## config.mk

```make
export PLATFORM = sky130hd
export DESIGN_NAME = mips_instruction_class_decoder
export DESIGN_NICKNAME = d
export VERILOG_FILES = /design/src/rtl/micd_pkg.sv /design/src/rtl/mips_instruction_class_decoder.sv /design/src/rtl/micd_decode.sv
export SDC_FILE = /design/constraint.sdc
export NUM_CORES = 1
export LEC_CHECK = 0
export BUFFER_PORTS_ARGS = -buffer_cell sky130_fd_sc_hd__buf_2
export CAP_MARGIN = 20
export CORE_ASPECT_RATIO = 1.25
export CORE_UTILIZATION = 46
export CTS_BUF_LIST = sky130_fd_sc_hd__clkbuf_16
export DETAILED_ROUTE_END_ITERATION = 10
export PLACE_DENSITY = 0.66
export SETUP_SLACK_MARGIN = 0.05
export SLEW_MARGIN = 10
export SYNTH_ARGS = -nofsm -noshare
export SYNTH_HDL_FRONTEND = slang
export SYNTH_HIERARCHICAL = 1
export SYNTH_SLANG_ARGS = --single-unit
```

## constraint.sdc

```tcl
create_clock -name clk -period 3.85 [get_ports clk]
set_input_delay 0.77 -clock clk [delete_from_list [all_inputs] [get_ports clk]]
set_output_delay 0.77 -clock clk [all_outputs]
set_load 0.01 [all_outputs]
```

## src/rtl/micd_pkg.sv

```systemverilog
`timescale 1ns / 1ps
// ----------------------------------------------------------------------------
// micd_pkg
// Opcode codes, field positions and class tables for the instruction
// class decoder.
// ----------------------------------------------------------------------------
package micd_pkg;

  localparam int OPC_LSB = 26;
  localparam int SEL_BIT = 25;
  localparam int RS_LSB  = 21;
  localparam int RT_LSB  = 16;

  localparam int CLASS_W = 8;

  localparam logic [5:0] OPC_SPECIAL = 6'h00;
  localparam logic [5:0] OPC_REGIMM  = 6'h01;
  localparam logic [5:0] OPC_COP0    = 6'h10;
  localparam logic [5:0] OPC_COP1    = 6'h11;
  localparam logic [5:0] OPC_COP2    = 6'h12;

  localparam logic [5:0] FN_TLBR  = 6'h01;
  localparam logic [5:0] FN_TLBWI = 6'h02;
  localparam logic [5:0] FN_TLBWR = 6'h06;
  localparam logic [5:0] FN_TLBP  = 6'h08;
  localparam logic [5:0] FN_ERET  = 6'h18;

  localparam logic [7:0] CLS_INVALID = 8'd0;
  localparam logic [7:0] CLS_TLBR    = 8'd74;
  localparam logic [7:0] CLS_TLBWI   = 8'd75;
  localparam logic [7:0] CLS_TLBWR   = 8'd76;
  localparam logic [7:0] CLS_TLBP    = 8'd77;
  localparam logic [7:0] CLS_ERET    = 8'd78;
  localparam logic [7:0] CLS_MAX     = 8'd180;

  localparam logic [7:0] COP0_RS_BASE = 8'd66;
  localparam logic [7:0] COP1_RS_BASE = 8'd78;
  localparam logic [7:0] COP2_RS_BASE = 8'd121;
  localparam logic [7:0] COP1_FN_BASE = 8'd85;

  localparam logic [7:0] SPECIAL_CLS [64] = '{
     1,  0,  2,  3,  4,  0,  5,  6,
     7,  8,  0,  0,  9, 10,  0, 11,
    12, 13, 14, 15, 16,  0, 17, 18,
    19, 20, 21, 22, 23, 24, 25, 26,
    27, 28, 29, 30, 31, 32, 33, 34,
     0,  0, 35, 36, 37, 38, 39, 40,
    41, 42, 43, 44, 45,  0, 46,  0,
    47,  0, 48, 49, 50,  0, 51, 52
  };

  localparam logic [7:0] REGIMM_CLS [32] = '{
    53, 54, 55, 56,  0,  0,  0,  0,
    57, 58, 59, 60, 61,  0, 62,  0,
    63, 64, 65, 66,  0,  0,  0,  0,
     0,  0,  0,  0,  0,  0,  0,  0
  };

  // MFC, DMFC, CFC, MTC, DMTC, CTC, BC offsets within a coprocessor group
  localparam logic [3:0] COP_RS_OFF [16] = '{
    1, 2, 3, 0, 4, 5, 6, 0,
    7, 0, 0, 0, 0, 0, 0, 0
  };

  localparam logic [5:0] COP1_FN_OFF [64] = '{
     1,  2,  3,  4,  5,  6,  7,  8,
     9, 10, 11, 12, 13, 14, 15, 16,
     0,  0,  0,  0,  0,  0,  0,  0,
     0,  0,  0,  0,  0,  0,  0,  0,
    17, 18,  0,  0, 19, 20,  0,  0,
     0,  0,  0,  0,  0,  0,  0,  0,
    21, 22, 23, 24, 25, 26, 27, 28,
    29, 30, 31, 32, 33, 34, 35, 36
  };

  localparam logic [7:0] PRIMARY_CLS [64] = '{
      0,   0, 129, 130, 131, 132, 133, 134,
    135, 136, 137, 138, 139, 140, 141, 142,
      0,   0,   0,   0, 143, 144, 145, 146,
    147, 148, 149, 150,   0,   0,   0,   0,
    151, 152, 153, 154, 155, 156, 157, 158,
    159, 160, 161, 162, 163, 164, 165, 166,
    167, 168, 169,   0, 170, 171, 172, 173,
    174, 175, 176,   0, 177, 178, 179, 180
  };

endpackage

```

## src/rtl/mips_instruction_class_decoder.sv

```systemverilog
`timescale 1ns / 1ps
// Each beat passes the input register, then the table lookup, then the result register.
// One beat per cycle while the result side is not stalled; the lookup is one table stage between registers.
// Backpressure on the result side holds the result beat; an empty input stage
// still takes one more beat, then s_tready drops until the result side moves.
// Reset (rst, synchronous) empties both stages; no beat is presented after it.
// ----------------------------------------------------------------------------
// mips_instruction_class_decoder
// Streams instruction words in and returns their dense class number.
// ----------------------------------------------------------------------------
module mips_instruction_class_decoder
  import micd_pkg::*;
(
  input  logic        clk,
  input  logic        rst,
  input  logic        s_tvalid,
  output logic        s_tready,
  input  logic [31:0] s_tdata,   // [31:0] instr_word
  output logic        m_tvalid,
  input  logic        m_tready,
  output logic [7:0]  m_tdata,   // [7:0] instr_class
  output logic        m_tuser    // [0] is_invalid
);

  logic        in_valid;
  logic [31:0] in_word;
  logic        advance;
  logic [CLASS_W-1:0] dec_class;
  logic        dec_invalid;

  assign advance  = !m_tvalid || m_tready;
  assign s_tready = !in_valid || advance;

  micd_decode u_decode (
    .instr_word  (in_word),
    .instr_class (dec_class),
    .is_invalid  (dec_invalid)
  );

  always_ff @(posedge clk) begin
    if (rst) begin
      in_valid <= 1'b0;
      m_tvalid <= 1'b0;
    end else begin
      if (s_tready) begin
        in_valid <= s_tvalid;
      end
      if (advance) begin
        m_tvalid <= in_valid;
      end
    end
  end

  always_ff @(posedge clk) begin
    if (s_tready && s_tvalid) begin
      in_word <= s_tdata;
    end
    if (advance && in_valid) begin
      m_tdata <= dec_class;
      m_tuser <= dec_invalid;
    end
  end

endmodule

```

## src/rtl/micd_decode.sv

```systemverilog
`timescale 1ns / 1ps
// ----------------------------------------------------------------------------
// micd_decode
// Combinational table lookup from an instruction word to its class.
// ----------------------------------------------------------------------------
module micd_decode
  import micd_pkg::*;
(
  input  logic [31:0]        instr_word,
  output logic [CLASS_W-1:0] instr_class,
  output logic               is_invalid
);

  logic [5:0] opc;
  logic       sel;
  logic [5:0] fn;
  logic [4:0] rt;
  logic [3:0] rs4;
  logic [3:0] rs_off;
  logic [5:0] fn_off;
  logic [7:0] cop_base;
  logic [7:0] rs_class;
  logic [7:0] cop0_fn_class;

  assign opc    = instr_word[OPC_LSB +: 6];
  assign sel    = instr_word[SEL_BIT];
  assign fn     = instr_word[5:0];
  assign rt     = instr_word[RT_LSB +: 5];
  assign rs4    = instr_word[RS_LSB +: 4];
  assign rs_off = COP_RS_OFF[rs4];
  assign fn_off = COP1_FN_OFF[fn];

  always_comb begin
    unique case (opc)
      OPC_COP0: cop_base = COP0_RS_BASE;
      OPC_COP1: cop_base = COP1_RS_BASE;
      default:  cop_base = COP2_RS_BASE;
    endcase
  end

  assign rs_class = (rs_off != 4'd0) ? cop_base + {4'd0, rs_off} : CLS_INVALID;

  always_comb begin
    unique case (fn)
      FN_TLBR:  cop0_fn_class = CLS_TLBR;
      FN_TLBWI: cop0_fn_class = CLS_TLBWI;
      FN_TLBWR: cop0_fn_class = CLS_TLBWR;
      FN_TLBP:  cop0_fn_class = CLS_TLBP;
      FN_ERET:  cop0_fn_class = CLS_ERET;
      default:  cop0_fn_class = CLS_INVALID;
    endcase
  end

  always_comb begin
    unique case (opc)
      OPC_SPECIAL: instr_class = SPECIAL_CLS[fn];
      OPC_REGIMM:  instr_class = REGIMM_CLS[rt];
      OPC_COP0:    instr_class = sel ? cop0_fn_class : rs_class;
      OPC_COP1: begin
        if (sel) begin
          instr_class = (fn_off != 6'd0) ? COP1_FN_BASE + {2'd0, fn_off} : CLS_INVALID;
        end else begin
          instr_class = rs_class;
        end
      end
      // bit 25 set means rs 16..31, all undefined
      OPC_COP2:    instr_class = sel ? CLS_INVALID : rs_class;
      default:     instr_class = PRIMARY_CLS[opc];
    endcase
  end

  assign is_invalid = (instr_class == CLS_INVALID);

endmodule

```

=== After elaboration in Yosys (flattened, before gate mapping) ===
Memories as Yosys holds them, arrays and structs flattened.
Index checks and enable logic that the tools add are counted.
W data, S select, Z words.

* Flip-flop bits (word level): 43
* ROM bits: 1728
* Bits of input ports: 36
* Output and inout port bits: 11
* Word-level logic and storage cells: 57
* Memories: 5

{| class="wikitable"
|+ Memory list
! memory !! depth !! bits a word !! read ports !! clocked after memory_dff !! write ports !! line !! source
|-
| (no name shown) || 64 || 8 || 1 || 0 || 0 || micd_decode.sv:56 || <nowiki>OPC_SPECIAL: instr_class = SPECIAL_CLS[fn];</nowiki>
|-
| (no name shown) || 64 || 8 || 1 || 0 || 0 || micd_decode.sv:68 || <nowiki>default: instr_class = PRIMARY_CLS[opc];</nowiki>
|-
| (no name shown) || 64 || 6 || 1 || 0 || 0 || micd_decode.sv:31 || <nowiki>assign fn_off = COP1_FN_OFF[fn];</nowiki>
|-
| (no name shown) || 32 || 8 || 1 || 0 || 0 || micd_decode.sv:57 || <nowiki>OPC_REGIMM: instr_class = REGIMM_CLS[rt];</nowiki>
|-
| (no name shown) || 16 || 4 || 1 || 0 || 0 || micd_decode.sv:30 || <nowiki>assign rs_off = COP_RS_OFF[rs4];</nowiki>
|}

* $add $sub $neg: 2
* Order comparisons: 4
* Equal/unequal tests: 9
* Muxes and demuxes: 18
* Bitwise gates (word level): 4
* Reductions and logical operators: 10

{| class="wikitable"
|+ Operators by type and width
! operator !! count
|-
| $mux W8 || 11
|-
| $pmux W8 S5 || 1
|-
| $pmux W7 S5 || 1
|-
| $eq A6 B5 Y1 const B || 4
|-
| $ge A7 B7 Y1 const B || 2
|-
| $not A6 Y7 || 2
|-
| $eq A6 B1 Y1 const B || 2
|-
| $mux W6 || 2
|-
| $pmux W6 S2 || 1
|-
| $add A7 B4 Y8 || 1
|-
| $add A7 B6 Y8 const A || 1
|-
| $logic_not A8 Y1 || 1
|-
| $mux W4 || 2
|-
| $eq A6 B2 Y1 const B || 1
|-
| $eq A6 B3 Y1 const B || 1
|-
| $eq A6 B4 Y1 const B || 1
|-
| $ge A6 B6 Y1 const B || 1
|-
| $logic_not A6 Y1 || 1
|-
| $not A5 Y6 || 1
|-
| $reduce_bool A6 Y1 || 1
|-
| $ge A5 B5 Y1 const B || 1
|-
| $not A4 Y5 || 1
|-
| $reduce_bool A4 Y1 || 1
|-
| $logic_and A1 B1 Y1 || 2
|-
| 2 further kinds || 4
|}

=== Depth between registers and ports, before layout ===
* Depth after elaboration: 9
* Gate-level depth with buffers: 14
* Depth with buffers taken out: 13

=== Hierarchy ===
The synthesis kept the hierarchy.

{| class="wikitable"
|+ By module, submodules not included
! module !! instances !! cells each !! area an instance (um^2) !! sequential area each (um^2)
|-
| micd_decode || 1 || 349 || 2329.7 || 0.0
|-
| mips_instruction_class_decoder || 1 || 51 || 1335.0 || 1271.2
|}

=== Worst setup path after synthesis ===
OpenSTA, ideal clock, no wires.

* Path kind: register -> register
* From: reg in_word[27]
* To: reg m_tuser (data pin)
* Library setup time: 0.170 ns
* Arrival time: 3.129 ns
* Required time: 3.680 ns
* Path slack: 0.552 ns
* Stages on the path, launching flop included: 13
* Path buffers: 1
* Period minus slack after synthesis: 3.298 ns
* Path through: edfxtp_1 inv_1 ha_1 clkbuf_1 o21ai_0 ha_1 fa_1 a21o_1 mux2_2 a31oi_1 a41oi_1 or3_1 nor4_2

* Longest elaborated chain between the ends: 7
* Elaborated cells between the ends (all ways): 17
* Classes of those cells: add/sub (1); eq/ne (4); mux (8); bitwise (1); reduce/logical (2); memory (1)

{| class="wikitable"
|+ RTL lines
! what !! line !! source
|-
| from (decl) || mips_instruction_class_decoder.sv:26 || <nowiki>logic [31:0] in_word;</nowiki>
|-
| from (signal assigned) || mips_instruction_class_decoder.sv:56 || <nowiki>in_word <= s_tdata;</nowiki>
|-
| $eq A6 B5 Y1 || micd_decode.sv:34, micd_decode.sv:55 ||
|-
| $pmux W6 S2 || micd_decode.sv:34 || <nowiki>unique case (opc)</nowiki>
|-
| $add A7 B4 Y8 || micd_decode.sv:41 || <nowiki>assign rs_class = (rs_off != 4'd0) ? cop_base + {4'd0, rs_off} : CLS_INVALID;</nowiki>
|-
| $mux W8 || micd_decode.sv:41 ||
|-
| $mux W8 (on tied branches) || micd_decode.sv:67, micd_decode.sv:58, micd_decode.sv:60 ||
|-
| $pmux W8 S5 (*) || micd_decode.sv:55 || <nowiki>unique case (opc)</nowiki>
|-
| net dec_class[4] || mips_instruction_class_decoder.sv:28 || <nowiki>logic [CLASS_W-1:0] dec_class;</nowiki>
|-
| $logic_not A8 Y1 (*) || micd_decode.sv:72 || <nowiki>assign is_invalid = (instr_class == CLS_INVALID);</nowiki>
|-
| net dec_invalid || mips_instruction_class_decoder.sv:29 || <nowiki>logic dec_invalid;</nowiki>
|-
| to (signal assigned) || mips_instruction_class_decoder.sv:60 || <nowiki>m_tuser <= dec_invalid;</nowiki>
|-
| to (decl) || mips_instruction_class_decoder.sv:22 || <nowiki>output logic m_tuser</nowiki>
|}

Mark *: on every way through the listed nets, which the timed path passes. The rest lies on a longest branch. The select of a mux whose other input is x is not followed.
A chain may end at the register's enable or synchronous reset.

=== Worst setup path in the final report ===
* From: reg in_word[29]
* To: reg m_tuser (data pin)

The elaborated chain is that of the path after synthesis.

==> flow_metrics.py <==
metrics = {
    "power": {
        "p_seq_share_pct": 39.7,
        "pwr-share-clk_pct": 34.8,
        "p_int_uw": 768.6,
        "combPwrFrac_pct": 25.5,
        "powerDensity_mw_per_mm2": 289.3,
        "p_sw_share_pct": 29.98,
        "p_leak_nw": 1.567,
        "p_switching_uw": 329.2,
        "worst_ir_drop_vdd_v": 0.0002227,
    },
    "timing": {
        "slew-limit-headroom_pct": 54.75,
        "finalCritPeriodShare_pct": 89.59,
        "finalSetupViolCount": 0,
        "maxClockFrequency_ghz": 0.2899,
        "grt_setup_unrepaired": "no",
        "finalClockSkew_ns": 0.009230,
        "timing.hold.ws_ns": 0.4888,
        "fin_crit_ns": 3.449,
        "hold_violations": 0,
        "fin_tns_setup_ns": 0,
        "tightest_slew_ns": 0.6736,
        "slew_violations": 0,
    },
    "synth": {
        "yosys_warnings": 6,
        "postSynthCellCount": 390,
        "syn_area_per_cell_sq_um": 8.627,
        "netlist_area_sq_mm": 0.003364,
        "synth_nets": 456,
    },
    "setup_path": {
        "endpoint_kind": "flip-flop",
        "cp.arrival_ns": 3.55,
        "cpMaxStageDelayCell": "fa_1",
        "timing.critical_path.cells": "inv_1 -> ha_1 -> and3b_1 -> o21ai_1 -> ha_1 -> fa_1 -> a21o_1 -> mux2_2 -> a31oi_1 -> a41oi_1 -> or3_1 -> nor4_2",
        "critical_path.max_fanout": 6,
        "cpMostUsedCell": "ha_1",
        "critical_path_required_ns": 3.96,
        "cpPeakStageDelay_ns": 0.46,
        "cp-start-kind": "flip-flop",
        "critPathKind": "reg -> reg",
    },
    "grt": {
        "antenna_found_initial": 0,
        "grt.overflow.total": 0,
        "grt_use_met2_pct": 38.53,
        "use_met3_pct": 2.441,
        "busiest_layer": "met2",
        "groute.layer.met1.usage_pct": 27.99,
        "grt_pass1_vias": 2901,
        "grt_pass1_wl_um": 13580,
        "track_usage_pct": 22.44,
        "grt_max_degree": 39,
    },
    "detailed_routing": {
        "vias_per_cell": 5.984,
        "vias": 3076,
        "drt-initial-drc-count": 243,
        "post-route-drc-count": 0,
        "wl_per_cell_um": 15.82,
        "ant_nets": 0,
        "first_pass_iters": 6,
        "routed_wl_um": 8130,
    },
    "final_layout": {
        "finalNonFillerCells": 514,
        "diodes": 0,
        "fin_util_pct": 54.06,
        "drive_gt1_share_pct": 17.45,
        "nets": 489,
        "area_growth_pct": 12.79,
        "fin_area_sq_mm": 0.003795,
    },
    "cts": {
        "cts_tree": "built",
        "numClockSinks": 33,
        "cts_buffers": 5,
        "cts-root-buf": "clkbuf_16",
        "cts_buffer_depth": 2,
        "clk_latency_ns": 0.28,
        "cts.clk_slew.worst_paths_ns": 0.05,
        "cts_hold_buf": 0,
        "ctsHtreeMaxLevel": 2,
    },
    "min_path": {
        "min_path_type": "reg -> reg",
    },
    "outcome": {
        "status": "completed",
    },
    "floorplan": {
        "fp.dieArea_sq_mm": 0.007662,
        "io_pins": 47,
        "num_rows": 34,
        "core_area_sq_mm": 0.007019,
        "die_h_um": 97.62,
        "fp.dieW_um": 78.50,
        "initial_core_util_pct": 47.93,
    },
    "job": {
        "maxCapViolCount": 0,
    },
    "place": {
        "hpwlAfterDp_um": 6112,
        "gp_congestion": 0.9172,
        "placed_cell_area_sq_mm": 0.003655,
        "portBuffers": 36,
        "place_inst": 506,
    },
}
==> power groups by stage <==
stage	Sequential (mW)	Combinational [mW]	Clock [mW]
2_1_floorplan	0.441	0.201	0
3_3_place_gp	0.443	0.270	0
3_5_place_dp	0.444	0.275	0
4_1_cts	0.436	0.277	0.393
5_1_grt	0.439	0.310	0.404
6_report	0.436	0.280	0.382
==> stage by stage <==
stage | total power [mW] | setup WS [ns]
floorplan | 0.6419 | 0.5515
global placement | 0.7124 | 0.3421
detailed placement | 0.7188 | 0.3362
CTS | 1.106 | 0.3161
global route | 1.154 | 0.1182
finish | 1.098 | 0.4008
==> critical path: cells and delay by family (launching register included) <==
kind	cells	cell delay [ns]
flops	1	0.38
simple gates	3	0.80
compound gates	4	0.71
mux	1	0.27
buf+inv	1	0.20
fa+ha+maj	3	0.92
==> state kept, by name, indices dropped and copies added (netlist names) <==
signal,count
m_tvalid,1
m_tuser,1
in_word,22
m_tdata,8
in_valid,1
==> per-layer routing <==
layer	share of wire, %	vias up
li1	-	1527
met1	44	1444
met2	50	89
met3	3.3	16
met5	0	-
met4	2.5	0
==> cell usage in the layout (no fill, tap or decap), types with 9 or more instances in the layout <==
cell       n
buf_2     36
o21ai_0   26
edfxtp_1  31
buf_4     16
nand2_1   30
nor2b_1   13
nand2b_1  12
inv_1     24
ha_1      29
nor3_1     9
nor2_1    19
nand3_1   11
a21oi_1   28
==> repair_timing <==
item / in CTS / in global routing
buffers inserted: 0 / 0
gates resized for setup: 0 / 1
endpoints found under the setup margin: 0 / 1
==> cell type report <==
type | instances | area, sq um
Inverter | 24 | 90.09
Clock buffer | 5 | 125.1
Tap cell | 90 | 112.6
Clock inverter | 3 | 15.01
Sequential cell | 33 | 970.9
Fill cell | 697 | 3224
Timing Repair Buffer | 52 | 300.3
Multi-Input combinational cell | 307 | 2181
==> worst paths after layout <==
check                                      startpoint                    end  slack, ns  cells after the start
worst max-delay path            in_word[29]$_DFFE_PP_      m_tuser$_DFFE_PP_       0.40                     12
worst min-delay path            in_valid$_SDFFE_PP0P_  m_tvalid$_SDFFE_PP0P_       0.49                      2
worst max register to register  in_word[29]$_DFFE_PP_      m_tuser$_DFFE_PP_       0.40                     12
worst min register to register  in_valid$_SDFFE_PP0P_  m_tvalid$_SDFFE_PP0P_       0.49                      2
Note: power is estimated with default switching activity, not from simulation.
